`config.mk`:
```
export PLATFORM = sky130hd
export DESIGN_NAME = greedy_vertex_coloring
export DESIGN_NICKNAME = d
export VERILOG_FILES = /design/src/hdl/gvc_pkg.sv /design/src/hdl/greedy_vertex_coloring.sv /design/src/hdl/gvc_ram.sv /design/src/hdl/gvc_color_map.sv
export SDC_FILE = /design/constraint.sdc
export NUM_CORES = 2
export LEC_CHECK = 0
export BUFFER_PORTS_ARGS = -buffer_cell sky130_fd_sc_hd__buf_4
export CAP_MARGIN = 15
export CORE_ASPECT_RATIO = 1.5
export CORE_MARGIN = 2
export CORE_UTILIZATION = 50
export DETAILED_ROUTE_END_ITERATION = 8
export PLACE_DENSITY = 0.67
export SLEW_MARGIN = 20
export SYNTH_ARGS = -nofsm -noshare
export SYNTH_HDL_FRONTEND = slang
export SYNTH_SLANG_ARGS = --single-unit
export TNS_END_PERCENT = 10
```
`constraint.sdc`:
```
create_clock -name clk -period 13.4 [get_ports clk]
set_input_delay 0 -clock clk [delete_from_list [all_inputs] [get_ports clk]]
set_output_delay 0 -clock clk [all_outputs]
set_load 0.02 [all_outputs]
```
`src/hdl/gvc_pkg.sv`:
```
package gvc_pkg;

    localparam int MAX_VERTICES = 256;
    localparam int VTX_W        = 8;
    localparam int VTX_AW       = $clog2(MAX_VERTICES);
    localparam int COLOR_W      = 8;
    localparam int NUM_COLORS   = 256;
    localparam int USED_W       = 9;
    localparam int GRP_W        = 32;
    localparam int NUM_GRP      = NUM_COLORS / GRP_W;
    localparam int GRP_AW       = $clog2(GRP_W);

    typedef logic [VTX_W-1:0]   vtx_t;
    typedef logic [COLOR_W-1:0] color_t;

    // Summary of one 32-bit slice of the used-color map.
    typedef struct packed {
        logic              full;
        logic [GRP_AW-1:0] ffz;
    } grp_sum_t;

    typedef grp_sum_t [NUM_GRP-1:0] map_sum_t;

    // Control from the neighbor stage to the used-color map.
    typedef struct packed {
        logic   adv;
        logic   clr;
        logic   last;
        logic   set_en;
        color_t set_color;
    } map_ctl_t;

    function automatic logic in_range(input vtx_t v);
        return (32'(v) < 32'(MAX_VERTICES));
    endfunction

    function automatic grp_sum_t first_zero(input logic [GRP_W-1:0] w);
        grp_sum_t s;
        s.full = &w;
        s.ffz  = '0;
        for (int i = GRP_W - 1; i >= 0; i--) begin
            if (!w[i]) begin
                s.ffz = GRP_AW'(i);
            end
        end
        return s;
    endfunction

    // Lowest free color from the slice summaries; saturates when all are used.
    function automatic color_t pick_color(input map_sum_t sums);
        color_t c;
        c = color_t'(NUM_COLORS - 1);
        for (int g = NUM_GRP - 1; g >= 0; g--) begin
            if (!sums[g].full) begin
                c = color_t'(g * GRP_W + int'(sums[g].ffz));
            end
        end
        return c;
    endfunction

endpackage

```
`src/hdl/greedy_vertex_coloring.sv`:
```
// Channel   Dir  Signals                     Contents
// s_axis    in   tdata[15:0] tuser[1:0] tlast  one neighbor item of the vertex being colored
// m_axis    out  tdata[31:0]                 vertex, chosen color, colors used so far
//
// Rate: one item per cycle while s_axis_tready is high; m_axis_tvalid rises when
// the item flagged last has left the commit stage for the output register. The rate
// is set by one read of the color RAM and one update of the used-color map per item.
// Reset: colored marks and the used-color map clear at once; the color RAM is
// not cleared, so items are taken from the first cycle after reset.
// Stalls: s_axis_tready falls only while a finished result waits on m_axis and
// the next result is already waiting behind it.
module greedy_vertex_coloring
    import gvc_pkg::*;
(
    input  logic        clk,
    input  logic        rst_n,
    input  logic        s_axis_tvalid,
    output logic        s_axis_tready,
    input  logic [15:0] s_axis_tdata,   // vertex[7:0], neighbor[15:8]
    input  logic [1:0]  s_axis_tuser,   // new_run[0], neighbor_valid[1]
    input  logic        s_axis_tlast,
    output logic        m_axis_tvalid,
    input  logic        m_axis_tready,
    output logic [31:0] m_axis_tdata    // colored_vertex[7:0], color[15:8], colors_used[24:16]
);

    // Neighbor stage: the item whose color-RAM read is returning.
    logic        s1_valid_reg, s1_valid_next;
    logic        s1_new_run_reg;
    logic        s1_last_reg;
    logic        s1_nvalid_reg;
    vtx_t        s1_vertex_reg;
    vtx_t        s1_nbr_reg;

    // Commit stage: the item that picks its color and updates the tables.
    logic        s2_valid_reg, s2_valid_next;
    logic        s2_new_run_reg;
    logic        s2_last_reg;
    vtx_t        s2_vertex_reg;
    map_sum_t    s2_sum_reg;

    // Copy of the last color-RAM write, covering a read issued on the same edge.
    logic        wb_valid_reg, wb_valid_next;
    vtx_t        wb_addr_reg;
    color_t      wb_color_reg;

    logic [MAX_VERTICES-1:0] mark_reg, mark_next;
    color_t      highest_reg, highest_next;

    logic        out_valid_reg, out_valid_next;
    vtx_t        out_vertex_reg;
    color_t      out_color_reg;
    logic [USED_W-1:0] out_used_reg;

    logic        in_accept;
    logic        s1_adv;
    logic        s2_adv;
    logic        s2_free;
    logic        wr_en;
    color_t      ram_rdata;
    color_t      s2_color;
    color_t      hi_base;
    color_t      hi_new;
    logic        fwd_hit;
    logic        mark_now;
    color_t      nbr_color;
    map_ctl_t    map_ctl;
    map_sum_t    map_sums;

    // ---------------------------------------------------------------
    // Flow control. The output register frees the commit stage as soon
    // as the consumer takes the waiting result.
    // ---------------------------------------------------------------
    assign s2_adv    = s2_valid_reg && (!s2_last_reg || !out_valid_reg || m_axis_tready);
    assign s2_free   = !s2_valid_reg || s2_adv;
    assign s1_adv    = s1_valid_reg && s2_free;
    assign s_axis_tready = !s1_valid_reg || s1_adv;
    assign in_accept = s_axis_tvalid && s_axis_tready;

    // Color of each vertex lives in a RAM; it is read by neighbor address as
    // the item is accepted and written when a vertex commits its color.
    assign wr_en = s2_adv && s2_last_reg && in_range(s2_vertex_reg);

    gvc_ram #(
        .WIDTH (COLOR_W),
        .DEPTH (MAX_VERTICES)
    ) u_color_ram (
        .clk   (clk),
        .we    (wr_en),
        .waddr (s2_vertex_reg[VTX_AW-1:0]),
        .wdata (s2_color),
        .re    (in_accept),
        .raddr (s_axis_tdata[8 +: VTX_AW]),
        .rdata (ram_rdata)
    );

    // ---------------------------------------------------------------
    // Commit stage: lowest free color and the running maximum.
    // ---------------------------------------------------------------
    assign s2_color = pick_color(s2_sum_reg);
    assign hi_base  = s2_new_run_reg ? '0 : highest_reg;
    assign hi_new   = (s2_color > hi_base) ? s2_color : hi_base;

    // ---------------------------------------------------------------
    // Neighbor stage. The vertex in the commit stage has not written its
    // mark or color yet, so a neighbor that matches it takes both from
    // there. A new run in the commit stage hides every older mark.
    // ---------------------------------------------------------------
    always_comb
    begin
        fwd_hit = s2_valid_reg && s2_last_reg && in_range(s2_vertex_reg)
                  && (s2_vertex_reg == s1_nbr_reg);
        if (s1_new_run_reg)
        begin
            mark_now = 1'b0;
        end
        else if (fwd_hit)
        begin
            mark_now = 1'b1;
        end
        else if (s2_valid_reg && s2_new_run_reg)
        begin
            mark_now = 1'b0;
        end
        else
        begin
            mark_now = mark_reg[s1_nbr_reg[VTX_AW-1:0]];
        end

        if (fwd_hit)
        begin
            nbr_color = s2_color;
        end
        else if (wb_valid_reg && (wb_addr_reg == s1_nbr_reg))
        begin
            nbr_color = wb_color_reg;
        end
        else
        begin
            nbr_color = ram_rdata;
        end

        map_ctl.adv       = s1_adv;
        map_ctl.clr       = s1_new_run_reg;
        map_ctl.last      = s1_last_reg;
        map_ctl.set_en    = s1_valid_reg && s1_nvalid_reg && in_range(s1_nbr_reg) && mark_now;
        map_ctl.set_color = nbr_color;
    end

    gvc_color_map u_color_map (
        .clk   (clk),
        .rst_n (rst_n),
        .ctl   (map_ctl),
        .sums  (map_sums)
    );

    // ---------------------------------------------------------------
    // Next-state logic for control registers.
    // ---------------------------------------------------------------
    always_comb
    begin
        s1_valid_next  = in_accept ? 1'b1 : (s1_adv ? 1'b0 : s1_valid_reg);
        s2_valid_next  = s1_adv ? 1'b1 : (s2_adv ? 1'b0 : s2_valid_reg);
        wb_valid_next  = wb_valid_reg || wr_en;
        out_valid_next = out_valid_reg && !m_axis_tready;
        mark_next      = mark_reg;
        highest_next   = highest_reg;
        if (s2_adv)
        begin
            if (s2_new_run_reg)
            begin
                mark_next = '0;
            end
            if (wr_en)
            begin
                mark_next[s2_vertex_reg[VTX_AW-1:0]] = 1'b1;
            end
            highest_next = s2_last_reg ? hi_new : hi_base;
            if (s2_last_reg)
            begin
                out_valid_next = 1'b1;
            end
        end
    end

    always_ff @(posedge clk or negedge rst_n)
    begin
        if (!rst_n)
        begin
            s1_valid_reg  <= 1'b0;
            s2_valid_reg  <= 1'b0;
            wb_valid_reg  <= 1'b0;
            out_valid_reg <= 1'b0;
            mark_reg      <= '0;
            highest_reg   <= '0;
        end
        else
        begin
            s1_valid_reg  <= s1_valid_next;
            s2_valid_reg  <= s2_valid_next;
            wb_valid_reg  <= wb_valid_next;
            out_valid_reg <= out_valid_next;
            mark_reg      <= mark_next;
            highest_reg   <= highest_next;
        end
    end

    // Payload registers.
    always_ff @(posedge clk)
    begin
        if (in_accept)
        begin
            s1_new_run_reg <= s_axis_tuser[0];
            s1_nvalid_reg  <= s_axis_tuser[1];
            s1_last_reg    <= s_axis_tlast;
            s1_vertex_reg  <= s_axis_tdata[7:0];
            s1_nbr_reg     <= s_axis_tdata[15:8];
        end
        if (s1_adv)
        begin
            s2_new_run_reg <= s1_new_run_reg;
            s2_last_reg    <= s1_last_reg;
            s2_vertex_reg  <= s1_vertex_reg;
            s2_sum_reg     <= map_sums;
        end
        if (wr_en)
        begin
            wb_addr_reg  <= s2_vertex_reg;
            wb_color_reg <= s2_color;
        end
        if (s2_adv && s2_last_reg)
        begin
            out_vertex_reg <= s2_vertex_reg;
            out_color_reg  <= s2_color;
            out_used_reg   <= USED_W'(hi_new) + USED_W'(1);
        end
    end

    assign m_axis_tvalid = out_valid_reg;
    assign m_axis_tdata  = {7'b0, out_used_reg, out_color_reg, out_vertex_reg};

    // ---------------------------------------------------------------
    // Assertions.
    // ---------------------------------------------------------------
    a_no_overwrite: assert property (@(posedge clk) disable iff (!rst_n)
        s2_valid_reg && s2_last_reg && out_valid_reg && !m_axis_tready |-> !s2_adv)
        else $error("commit stage overwrote a result still waiting on the output");

    a_mark_set: assert property (@(posedge clk) disable iff (!rst_n)
        wr_en |=> mark_reg[$past(s2_vertex_reg[VTX_AW-1:0])])
        else $error("committed vertex is not marked colored");

    a_color_bound: assert property (@(posedge clk) disable iff (!rst_n)
        out_valid_reg |-> ({1'b0, out_color_reg} < out_used_reg))
        else $error("reported color is not below the color count");

endmodule

```
`src/hdl/gvc_ram.sv`:
```
module gvc_ram #(
    parameter int WIDTH = 8,
    parameter int DEPTH = 256
) (
    input  logic                     clk,
    input  logic                     we,
    input  logic [$clog2(DEPTH)-1:0] waddr,
    input  logic [WIDTH-1:0]         wdata,
    input  logic                     re,
    input  logic [$clog2(DEPTH)-1:0] raddr,
    output logic [WIDTH-1:0]         rdata
);

    logic [WIDTH-1:0] mem [DEPTH];
    logic [WIDTH-1:0] rdata_reg;

    always_ff @(posedge clk)
    begin
        if (we)
        begin
            mem[waddr] <= wdata;
        end
    end

    // Read returns the old contents when the same entry is written.
    always_ff @(posedge clk)
    begin
        if (re)
        begin
            rdata_reg <= mem[raddr];
        end
    end

    assign rdata = rdata_reg;

endmodule

```
`src/hdl/gvc_color_map.sv`:
```
module gvc_color_map
    import gvc_pkg::*;
(
    input  logic     clk,
    input  logic     rst_n,
    input  map_ctl_t ctl,
    output map_sum_t sums
);

    logic [NUM_COLORS-1:0] map_reg;
    logic [NUM_COLORS-1:0] map_next;
    logic [NUM_COLORS-1:0] map_eff;

    // The current neighbor's color is folded in before the summary is taken.
    always_comb
    begin
        map_eff = ctl.clr ? '0 : map_reg;
        if (ctl.set_en)
        begin
            map_eff[ctl.set_color] = 1'b1;
        end
        map_next = map_reg;
        if (ctl.adv)
        begin
            map_next = ctl.last ? '0 : map_eff;
        end
    end

    always_comb
    begin
        for (int g = 0; g < NUM_GRP; g++)
        begin
            sums[g] = first_zero(map_eff[g*GRP_W +: GRP_W]);
        end
    end

    always_ff @(posedge clk or negedge rst_n)
    begin
        if (!rst_n)
        begin
            map_reg <= '0;
        end
        else
        begin
            map_reg <= map_next;
        end
    end

endmodule

```
Yosys cells after proc, flatten, opt, wreduce, memory -nomap -nowiden
Memories as Yosys holds them, arrays and structs flattened. A register that Yosys moved wholly into a read port is not among the register bits.
Index checks and enable logic that the tools add are counted.
{"block": "totals", "latchBits": 0, "wordCells": 434, "romBits": 0, "inputBits": 23, "ff_bits": 626, "mem_count": 1, "ram_bits": 2048, "out_inout_bits": 34}
{"block": "classes", "magnitude_cmp": 6, "n_div": 0, "n_eq_ne": 2, "n_mul": 0, "n_bitwise": 2, "n_reduce_logical": 65, "mux": 284, "shift": 0, "addsub": 8}
{"memory": "u_color_ram.mem", "depth": 256, "width": 8, "read_ports": 1, "rd_clocked_by_memory_dff": 1, "write_ports": 1, "line_no": "gvc_ram.sv:14", "source": "logic [WIDTH-1:0] mem [DEPTH];"}
{"operator": "$mux 256", "n": 6}
{"operator": "$mux 5", "n": 128}
{"operator": "$or 256x256->256", "n": 2}
{"operator": "$mux 4", "n": 64}
{"operator": "$reduce_and 32->1", "n": 8}
{"operator": "$reduce_and 16->1", "n": 8}
{"operator": "$mux 8", "n": 13}
{"operator": "$mux 3", "n": 32}
{"operator": "$reduce_and 8->1", "n": 8}
{"operator": "$add 8x5->8 const A", "n": 4}
{"operator": "$mux 2", "n": 16}
{"operator": "$reduce_and 4->1", "n": 8}
{"operator": "$lt 8x9->1 const B", "n": 3}
{"operator": "$mux 1", "n": 22}
{"operator": "$add 7x5->8 const A", "n": 2}
{"operator": "$demux 1 s8", "n": 2}
{"operator": "$eq 8x8->1", "n": 2}
{"operator": "$ge 8x1->1 const B", "n": 2}
{"operator": "$reduce_and 2->1", "n": 8}
{"operator": "$logic_and 1x1->1", "n": 13}
{"operator": "$add 8x1->9 const B", "n": 1}
{"operator": "$bmux 1 s8", "n": 1}
{"operator": "$gt 8x8->1", "n": 1}
{"operator": "$add 6x5->7 const A", "n": 1}
{"operator": "3 further kinds", "n": 12}

Depth between registers and ports, before layout
{"block": "logic_depth", "depth_word": 47, "mapped_depth": 20, "mapped_depth_nobuf": 19}

Modules after synthesis
From an unflattened synthesis, not the netlist that was laid out.
{"block": "unflattened", "cells_unflattened": 7249, "hier_area_um2": 114597.4}
{"module": "gvc_ram", "n_inst": 1, "area_each_um2": 79636.4, "cells_each": 3733, "seq_area_each_um2": 61739.2}
{"module": "gvc_color_map", "n_inst": 1, "area_each_um2": 18574.1, "cells_each": 2353, "seq_area_each_um2": 6406.1}
{"module": "greedy_vertex_coloring", "n_inst": 1, "area_each_um2": 16387.0, "cells_each": 1163, "seq_area_each_um2": 9769.4}

Worst setup path before layout
OpenSTA, ideal clock, no wires.
{"block": "synth_timing", "kind": "reg-to-reg", "startpoint": "register s2_sum_reg[17] (netlist name)", "endpoint": "register out_used_reg[7], data pin", "path_stages_with_launch": 12, "t_arrival_ps": 11599, "n_path_buf": 1, "period_less_slack_ps": 11876, "setup_time_ps": 277, "path_slack_ps": 1524, "t_required_ps": 13123, "cell_sequence": "edfxtp_1 > clkbuf_1 > a31oi_1 > ha_1 > a21o_1 > a21oi_1 > o21ai_0 > o21ai_1 > mux2i_1 > nor3b_1 > nor3b_1 > xor2_1"}
{"block": "synth_between", "elab_chain_cells": 6}
{"item": "from (decl)", "line_no": "greedy_vertex_coloring.sv:40", "source": "map_sum_t s2_sum_reg;"}
{"item": "from (signal assigned)", "line_no": "greedy_vertex_coloring.sv:224", "source": "s2_sum_reg <= map_sums;"}
{"item": "$mux 8 (*) (3 in series)", "line_no": "gvc_pkg.sv:54", "source": "if (!sums[g].full) begin"}
{"item": "net s2_color[6]", "line_no": "greedy_vertex_coloring.sv:61", "source": "color_t s2_color;"}
{"item": "$gt 8x8->1", "line_no": "greedy_vertex_coloring.sv:102", "source": "assign hi_new = (s2_color > hi_base) ? s2_color : hi_base;"}
{"item": "$mux 8 (*)", "line_no": "greedy_vertex_coloring.sv:102"}
{"item": "$add 8x1->9 (*)", "line_no": "greedy_vertex_coloring.sv:235", "source": "out_used_reg <= USED_W'(hi_new) + USED_W'(1);"}
{"item": "to (signal assigned)", "line_no": "greedy_vertex_coloring.sv:235"}
{"item": "to (decl)", "line_no": "greedy_vertex_coloring.sv:53", "source": "logic [USED_W-1:0] out_used_reg;"}
Mark *: on every way through the listed nets, which the timed path passes. The rest lies on a longest branch.
A chain may end at the register's enable or synchronous reset.

==> run summary <==
Status - finished, final reports clean
Setup crit end - s2_sum_reg[35]
CTS Buf Count - 244
Core Rows - 216
Critical path class - reg -> reg
Post-synthesis async set-or-reset flop share - 19.5%
Worst rel slew slack - 6.07%
LEAKAGE - 44.5 nW
Switching pwr - 3.98 mW
Post-Syn Instances - 7,165
Crit-path most repeated cell - buf_4
Initial Util - 50.2%
Num Clock Sinks - 2,682
IO Port Bufs - 49
Area of the multi-input gates - 35,700 um2
Reg-to-Reg Start - s1_nbr_reg[4]
Sw Share - 22.8%
Utilization after layout - 55.6%
Worst vdd ir - 0.000110 V
Slew @ Worst Pin - 1.40 ns
Combinational fraction of design power - 6.7%
Worst hold path type - in -> reg
Placement Setup Slack - 6.06 ns
Placed Area - 120,000 um2
CTS tree - built
Chip width - 397 um
Crit path required time - 14.12 ns
R2r worst-path depth - 14
Reg2reg setup slack - 5.71 ns
Cell taking the most area after synthesis - edfxtp_1
Pwr Total - 17.4 mW
Fin area - 128,000 um2
List of most frequent post-synthesis cells - edfxtp_1, mux4_2, dfrtp_1
Largest stage delay on the critical path - 0.99 ns
Largest net degree at the start of global routing - 209
IO Pins - 57
Clk Tree Root Cell - clkbuf_16
Die Area - 236,000 um2
Proportion of layout cells with a drive suffix above 1 - 19.8%
Final count of pins violating max slew - 0
RePlAce Congestion - 0.973
Crit Path Max Fanout - 48
Post-synth top area share - 55.9%
Startpoint types - register
Avg WL per Cell - 34.2 um
Clock power frac - 41.0%
Netlist cell types - 102
Setup TNS - 0 ns
Setup ws final - 5.71 ns
Placed insts - 9,911
H-tree levels - 4
Top-count cell post-synth - edfxtp_1
Synth area leaders - edfxtp_1, mux4_2, dfrtp_1
CP Cell Sequence - buf_4 > clkinv_1 > mux4_2 > a211oi_2 > a22oi_4 > nand3_4 > buf_4 > a211oi_4 > buf_4 > a22o_1 > a22oi_1 > or4_1 > or3_1 > nor2_1
Final hold slack - 0.150 ns
Synth warn - 0
Post-synthesis sequential area ratio - 67.2%
Crit path from - s1_nbr_reg[4]
Register area - 77,900 um2
Predominant post-synthesis flop cell - edfxtp_1
Reg power frac - 52.3%
Endpoints failing setup - 0
Die Height - 594 um
Clock Path Buffers - 4
DR iter-0 viols - 9,020
Post-DP HPWL - 226 mm
Post-Route WL - 356 mm
Layout fillers - 17,700
Postcts setup bufs - 0
Core footprint - 231,000 um2
Final min period - 7.69 ns
Syn-to-layout area delta - 10.7%
CP max stage cell - clkinv_1
Syn_area_per_cell - 16.2 um2
Max-cap violations - 0
Max reg flops - 2,048
Fmax - 0.130 GHz
Clock slew at reported path FFs - 0.06 ns
Remaining DRCs - 0
Grt ovf - 0
Number of global-route vias before repair - 70,300
Via count - 70,900
Final hold violations - 0
Remaining antenna violation count after routing - 0
WP data arrival - 8.41 ns
RSZ-0062 raised after global routing - false
Clock Latency Late Sink - 0.90 ns
Post-Syn Area - 116,000 um2
Critical R2R Capture - s2_sum_reg[35]
Number of detailed-route iterations in the first pass - 8
Seq cells post-synth - 2,682
Clock skew - 0.0752 ns
Nets - 7,174
First-pass GRT wire length - 510 mm
Tcrit/Tclk final - 57.4%
EDFF count, synth - 2,158
Power per cell area - 136 nW/um2
Initial antenna violation count - 23
Worst Setup End Kind - register
Total track usage - 29.9%
Finished Layout Cells - 10,400
Power Internal - 13.4 mW
Via/cell ratio - 6.81
[metal layers]
layer | vias to the layer above | wire, um | track usage [%]
met5 | - | 98 | 0
met4 | 14 | 26600 | 18.7
met3 | 1105 | 30000 | 5.57
met2 | 4098 | 175000 | 48.9
met1 | 36800 | 124000 | 36.9
li1 | 28900 | - | -
[power groups by stage]
stage	Sequential (mW)	Combinational, mW	Clock [mW]
3_3_place_gp	9.29	1.12	0
3_5_place_dp	9.29	1.14	0
2_1_floorplan	9.30	0.635	0
4_1_cts	9.12	1.15	7.22
5_1_grt	9.11	1.20	7.52
6_report	9.12	1.17	7.14
[cell families (layout without fill, tap and decap cells)]
logic type	count (synthesis)	in the layout	share of synthesized area (%)
DFF	2682	2682	67.2
AOI/OAI and AO/OA	1697	1697	10.1
and+or+nand+nor	1313	1313	5.26
muxes	784	784	14.8
buffers and inverters	657	832	2.30
xor gates and xnor gates	22	22	0.166
adders and majority gates	9	9	0.0971
other	1	23	0.00323
[worst min-delay path by stage]
stage | from | endpoint | slack, ns | depth (start not counted)
floorplan | rst_n | highest_reg[0] | -0.30 | 0
finish | s_axis_tdata[15] | s1_nbr_reg[7] | 0.15 | 2
global route | s_axis_tdata[15] | s1_nbr_reg[7] | 0.14 | 2
global placement | rst_n | mark_reg[19] | 0.05 | 1
detailed placement | rst_n | mark_reg[19] | 0.07 | 1
CTS | s_axis_tdata[15] | s1_nbr_reg[7] | 0.08 | 2
[area by class of cell]
cell class / count / share of cell area [%]
Antenna cell: 16 / 0.0312
Clock inverter: 125 / 1.01
Timing Repair Buffer: 266 / 1.78
Sequential cell: 2682 / 60.7
Tap cell: 3052 / 2.98
Clock buffer: 325 / 5.29
Multi-Input combinational cell: 3832 / 27.8
Inverter: 116 / 0.376
[cells in the final DEF, fill, tap and decap left out, drive strengths merged, types with 107 or more instances in the layout]
cell / synthesis / layout
clkbuf: 392 / 325
a22oi: 174 / 174
dfrtp: 524 / 524
o21ai: 315 / 315
inv: 114 / 118
buf: 149 / 232
a21o: 295 / 295
a21oi: 269 / 269
nor2: 409 / 409
o22ai: 107 / 107
mux4: 745 / 745
nand2: 438 / 438
nor2b: 113 / 113
edfxtp: 2158 / 2158
[critical path, delay by kind of cell, from the launching register on]
| family | cells | cell delay [ns] |
|---|---|---|
| buf+inv | 4 | 2.71 |
| simple gates | 4 | 1.78 |
| compound gates | 5 | 1.81 |
| mux | 1 | 0.71 |
| flops | 1 | 0.42 |
[repair_timing]
item / in CTS / in global routing
hold endpoints to repair: 303 / 0
hold buffers: 35 / 0
endpoints found under the setup margin: 0 / 0
resized for setup: 0 / 0
No activity file was read; power rests on OpenSTA's default activity.
